$ cat src/rtl/dsi_pkg.sv
// shared types and constants for the disjoint interval set insert unit
// no dependencies; used by every module of the block

package dsi_pkg;

	localparam int MAX_RANGES  = 32;
	localparam int VALUE_WIDTH = 16;
	localparam int CNT_W       = $clog2(MAX_RANGES + 1);
	localparam int STATUS_W    = 3;

	typedef enum logic [STATUS_W-1:0] {
		ST_NEW      = 3'd0,
		ST_COVERED  = 3'd1,
		ST_EXTENDED = 3'd2,
		ST_JOINED   = 3'd3,
		ST_FULL     = 3'd4,
		ST_DUMP     = 3'd5
	} status_t;

	typedef enum logic [2:0] {
		CMD_HOLD      = 3'd0,
		CMD_EVAL      = 3'd1,
		CMD_EXT_LEFT  = 3'd2,
		CMD_JOIN      = 3'd3,
		CMD_EXT_RIGHT = 3'd4,
		CMD_INSERT    = 3'd5,
		CMD_ROTATE    = 3'd6
	} cmd_t;

	typedef struct packed {
		logic                   op;
		logic [VALUE_WIDTH-1:0] value;
	} in_word_t;

	typedef struct packed {
		status_t                status;
		logic [VALUE_WIDTH-1:0] range_start;
		logic [VALUE_WIDTH-1:0] range_end;
		logic [CNT_W-1:0]       range_count;
		logic                   empty_res;
		logic                   last;
	} out_word_t;

	// broadcast to every cell
	typedef struct packed {
		cmd_t                   op;
		logic [VALUE_WIDTH-1:0] value;
	} cell_cmd_t;

	// what a cell hands to its neighbors
	typedef struct packed {
		logic                   le;
		logic [VALUE_WIDTH-1:0] lo;
		logic [VALUE_WIDTH-1:0] hi;
	} link_t;

	// what a cell reports to the controller
	typedef struct packed {
		logic is_left;
		logic is_right;
		logic cov;
		logic adje;
		logic adjs;
	} cell_flags_t;

endpackage

$ cat src/rtl/dsi_cell.sv
// one cell of the range chain: holds one stored range and its compare flags
// depends on dsi_pkg

module dsi_cell (
	input  logic                clk,
	input  logic                arst_n,
	input  dsi_pkg::cell_cmd_t  cmd,
	input  logic                occ,
	input  dsi_pkg::link_t      dn,
	input  dsi_pkg::link_t      up,
	output dsi_pkg::link_t      link,
	output dsi_pkg::cell_flags_t flags
);

	logic [dsi_pkg::VALUE_WIDTH-1:0] lo_q;
	logic [dsi_pkg::VALUE_WIDTH-1:0] hi_q;
	logic le_q, cov_q, adje_q, adjs_q;
	logic is_left, is_right;

	// compares without wrap at the value edges
	logic [dsi_pkg::VALUE_WIDTH:0] v_ext, v_inc, hi_inc;

	assign v_ext  = {1'b0, cmd.value};
	assign v_inc  = v_ext + 1'b1;
	assign hi_inc = {1'b0, hi_q} + 1'b1;

	always_ff @(posedge clk or negedge arst_n) begin
		if (!arst_n) begin
			le_q   <= 1'b0;
			cov_q  <= 1'b0;
			adje_q <= 1'b0;
			adjs_q <= 1'b0;
		end else if (cmd.op == dsi_pkg::CMD_EVAL) begin
			le_q   <= occ && (lo_q <= cmd.value);
			cov_q  <= hi_q >= cmd.value;
			adje_q <= hi_inc == v_ext;
			adjs_q <= {1'b0, lo_q} == v_inc;
		end
	end

	// left cell: last one at or below the value; right cell: the one after it
	assign is_left  = le_q && !up.le;
	assign is_right = occ && !le_q && dn.le;

	always_ff @(posedge clk) begin
		case (cmd.op)
			dsi_pkg::CMD_EXT_LEFT: begin
				if (is_left) begin
					hi_q <= cmd.value;
				end
			end
			dsi_pkg::CMD_JOIN: begin
				if (is_left) begin
					hi_q <= up.hi;
				end else if (!le_q) begin
					lo_q <= up.lo;
					hi_q <= up.hi;
				end
			end
			dsi_pkg::CMD_EXT_RIGHT: begin
				if (is_right) begin
					lo_q <= cmd.value;
				end
			end
			dsi_pkg::CMD_INSERT: begin
				if (!le_q) begin
					if (dn.le) begin
						lo_q <= cmd.value;
						hi_q <= cmd.value;
					end else begin
						lo_q <= dn.lo;
						hi_q <= dn.hi;
					end
				end
			end
			dsi_pkg::CMD_ROTATE: begin
				lo_q <= up.lo;
				hi_q <= up.hi;
			end
			default: begin
			end
		endcase
	end

	assign link  = '{le: le_q, lo: lo_q, hi: hi_q};
	assign flags = '{is_left: is_left, is_right: is_right, cov: cov_q,
		adje: adje_q, adjs: adjs_q};

endmodule

$ cat config.mk
export PLATFORM = sky130hd
export DESIGN_NAME = dsi_cell
export DESIGN_NICKNAME = d
export VERILOG_FILES = /design/src/rtl/dsi_pkg.sv /design/src/rtl/dsi_cell.sv
export SDC_FILE = /design/constraint.sdc
export NUM_CORES = 1
export LEC_CHECK = 0
export ABC_CLOCK_PERIOD_IN_PS = 2400
export BUFFER_PORTS_ARGS = -buffer_cell sky130_fd_sc_hd__buf_2
export CORE_ASPECT_RATIO = 0.9
export CORE_MARGIN = 4
export CORE_UTILIZATION = 41
export CTS_BUF_LIST = sky130_fd_sc_hd__clkbuf_8
export DETAILED_ROUTE_END_ITERATION = 6
export PLACE_DENSITY_LB_ADDON = 0.3
export SKIP_CTS_REPAIR_TIMING = 1
export SLEW_MARGIN = 20
export SYNTH_ARGS = -nofsm -noshare
export SYNTH_HDL_FRONTEND = slang
export SYNTH_SLANG_ARGS = --single-unit
$ cat constraint.sdc
create_clock -name clk -period 2.4 [get_ports clk]
set_clock_uncertainty 0.1 [all_clocks]
set_input_delay 0.24 -clock clk [delete_from_list [all_inputs] [get_ports clk]]
set_output_delay 0.24 -clock clk [all_outputs]
set_load 0.03 [all_outputs]
==> impl_metrics.yaml <==
drt:
  vias: 3670
  drc: 0
  firstDrtPassIters: 6
  wl_per_cell_um: 17.0
  drtAntennaViolNets: 0
  routed_wl_um: 11100
  first_iter_violations: 361
  avgViaCountPerCell: 5.62
cts:
  clock-sinks: 36
  cts-root-buf: "clkbuf_8"
  numCtsBuffers: 5
  cts_tree: "yes"
  clkSlewWorstSetupHoldPaths_ns: 0.08
  clk_latency_ns: 0.30
  htreeDepth: 2
  clk_path_buf_depth: 2
floorplanning:
  core_sq_um: 8610
  die_area_sq_um: 10500
  die_height_um: 97.4
  rows: 32
  ioPinCount: 126
  initial_utilization: 0.423
  fp.dieW_um: 107
critical_path:
  worstPathCellList: "xor2_1 > xnor2_1 > or4_4 > a211oi_2 > nand4_1 > o31ai_2"
  path_max_fanout: 3
  crit_family: "simple AND/OR/NAND/NOR gates"
  end_kind: "flip-flop"
  cp.arrival_ns: 2.10
  path_buf_inv: 0
  cp-start-kind: "flip-flop"
  cpPeakStageDelay_ns: 0.49
  worstPathRequired_ns: 2.52
  timing.critical_path.slowest_stage_cell: "or4_4"
  critPathKind: "reg -> reg"
sta:
  tightestPinTransition_ns: 1.10
  finalCriticalPeriod_ns: 1.98
  max_slew_margin: 0.261
  hold_violations: 0
  setup_violations: 0
  fin_crit_sh: 0.825
  fmax_mhz: 505
  slew_violations: 0
  setup_tns_ns: 0
  rsz0062_at_grt: "no"
synthesis:
  synthCells: 424
  yosysTopAreaCell: "edfxtp_1"
  synth_area_sq_um: 3640
  synth-main-ff-cell: "edfxtp_1"
  ys_seq_area_frac: 0.291
  synth_top_area_share: 0.264
  yosysUniqueCellTypes: 55
  synth.area.top_cells: "edfxtp_1 (26%), ha_1 (12%), xnor2_1 (6.7%)"
  ys_warn_count: 0
  syn_area_per_cell_sq_um: 8.59
  syn_nets: 546
  synth_seq_cells: 36
  synthArstFlopShare: 0.111
  synth_edf_count: 32
global_routing:
  antenna_found_initial: 0
  gr-total-overflow: 0
  first_global_vias: 3476
  grt_usage: 0.205
  grt_pass1_wl_um: 17300
  grt_max_degree: 33
cells_and_area:
  multiInputGateArea_sq_um: 2300
  final.fill_count: 824
  drive_above_1_share: 0.279
  final_area_sq_um: 4450
  regArea_sq_um: 1060
  area_growth_syn_to_layout_pct: 22.3
  nets: 655
  diodes: 0
place:
  io_buffers: 125
  place.gp.congestion: 0.851
  dpl.hpwl_um: 8900
  placed_area_sq_um: 4320
run:
  cap_viol_max_count: 0
pwr:
  ir_worst_vdd_v: 0.000319
  leakage_nw: 2.06
  p_per_area_nw_per_um2: 506
run_status:
  status: "complete, no violations"
worst_hold_path:
  min_path_type: "in -> reg"
==> worst paths after layout <==
kind,from,endpoint,cells after the start,slack [ns]
worst max register to register,lo_q[3]$_DFFE_PP_,adjs_q$_DFFE_PN0N_,6,0.42
worst min-delay path,up[31],lo_q[15]$_DFFE_PP_,3,0.11
max in group asynchronous,arst_n,adje_q$_DFFE_PN0N_,2,1.86
worst max-delay path,lo_q[3]$_DFFE_PP_,adjs_q$_DFFE_PN0N_,6,0.42
worst min register to register,adje_q$_DFFE_PN0N_,adje_q$_DFFE_PN0N_,2,0.40
min in group asynchronous,arst_n,adjs_q$_DFFE_PN0N_,2,0.18
==> sequential cells by signal (all words and copies together), names as in the netlist <==
register / count
adjs_q: 1
lo_q: 16
cov_q: 1
adje_q: 1
hi_q: 16
le_q: 1
==> report_power, final <==
| group | total [mW] | internal, mW | switching (mW) |
|---|---|---|---|
| Combinational | 0.798 | 0.321 | 0.477 |
| Clock | 0.612 | 0.367 | 0.245 |
| Sequential | 0.843 | 0.764 | 0.0794 |
| Total | 2.25 | 1.45 | 0.801 |
==> final cells by class <==
type / instances / share of cell area
clock inverters: 1 / 0.00675
flip-flops and latches: 36 / 0.238
repair buffers: 131 / 0.151
multi-input cells: 322 / 0.517
inverters: 37 / 0.0312
well taps: 119 / 0.0334
clock buffers: 7 / 0.0216
==> stage by stage <==
stage,hold WS (ns),total power [mW],setup slack [ns],utilization,std cells
final,0.111,2.25,0.419,0.517,653
after global routing,0.117,2.38,0.341,0.517,653
after CTS,-0.357,2.26,0.418,0.516,652
after detailed placement,-0.0274,1.65,0.170,0.501,644
after global placement,-0.0316,1.63,0.288,0.501,644
after floorplan,-0.156,1.39,0.0828,-,424
==> Yosys cell counts, types with 3 or more instances <==
| cell type | instances |
|---|---|
| inv_1 | 35 |
| ha_1 | 34 |
| edfxtp_1 | 32 |
| nand2_1 | 32 |
| o21ai_0 | 31 |
| a21oi_1 | 28 |
| xnor2_1 | 28 |
| nor2_1 | 23 |
| clkbuf_1 | 17 |
| a222oi_1 | 16 |
| nand4_1 | 12 |
| xor2_1 | 12 |
| nand3_1 | 9 |
| a21o_1 | 8 |
| nor2b_1 | 8 |
| nor3_1 | 8 |
| nor4_1 | 8 |
| buf_4 | 6 |
| nand2b_1 | 6 |
| o21a_1 | 5 |
| a211o_1 | 4 |
| a31oi_1 | 4 |
| and3_1 | 4 |
| and4_1 | 4 |
| buf_2 | 4 |
| dfrtp_1 | 4 |
| a41oi_1 | 3 |
| and2_1 | 3 |
| mux2i_1 | 3 |
| o31ai_1 | 3 |
==> placed cells by master (no fill, tap or decap), drive strengths merged, types with 4 or more instances in the layout <==
| master | instances |
|---|---|
| nor2 | 23 |
| nand3 | 9 |
| dfrtp | 4 |
| nor2b | 8 |
| nor3 | 8 |
| a21oi | 28 |
| o31ai | 4 |
| xor2 | 12 |
| edfxtp | 32 |
| clkbuf | 7 |
| a222oi | 16 |
| nand2 | 32 |
| a211o | 4 |
| nor4 | 8 |
| and4 | 4 |
| o21a | 5 |
| buf | 130 |
| a21o | 8 |
| ha | 34 |
| nand2b | 7 |
| o21ai | 31 |
| xnor2 | 28 |
| nand4 | 13 |
| and3 | 4 |
| a31oi | 4 |
| inv | 37 |
==> worst register-to-register path, cell delays in order, from the launching register on <==
cell,delay [ns]
edfxtp_1,0.46
xor2_1,0.19
xnor2_1,0.13
or4_4,0.49
a211oi_2,0.20
nand4_1,0.14
o31ai_2,0.19
==> layer usage <==
metal / vias up / routed length [um] / track usage
met5: - / 0 / 0
met4: 0 / 143 / 0.0388
met3: 22 / 812 / 0.0392
met2: 145 / 5090 / 0.320
met1: 1720 / 5030 / 0.295
li1: 1783 / - / -
==> logic make-up after synthesis <==
group                      Yosys count  share of synthesized area
xor gates and xnor gates            41                      0.103
buffers and inverters               66                     0.0780
and+or+nand+nor                    131                      0.193
DFF                                 36                      0.291
AOI/OAI and AO/OA                  113                      0.210
muxes                                3                    0.00825
adders and majority gates           34                      0.117
Note: power is estimated with default switching activity, not from simulation.
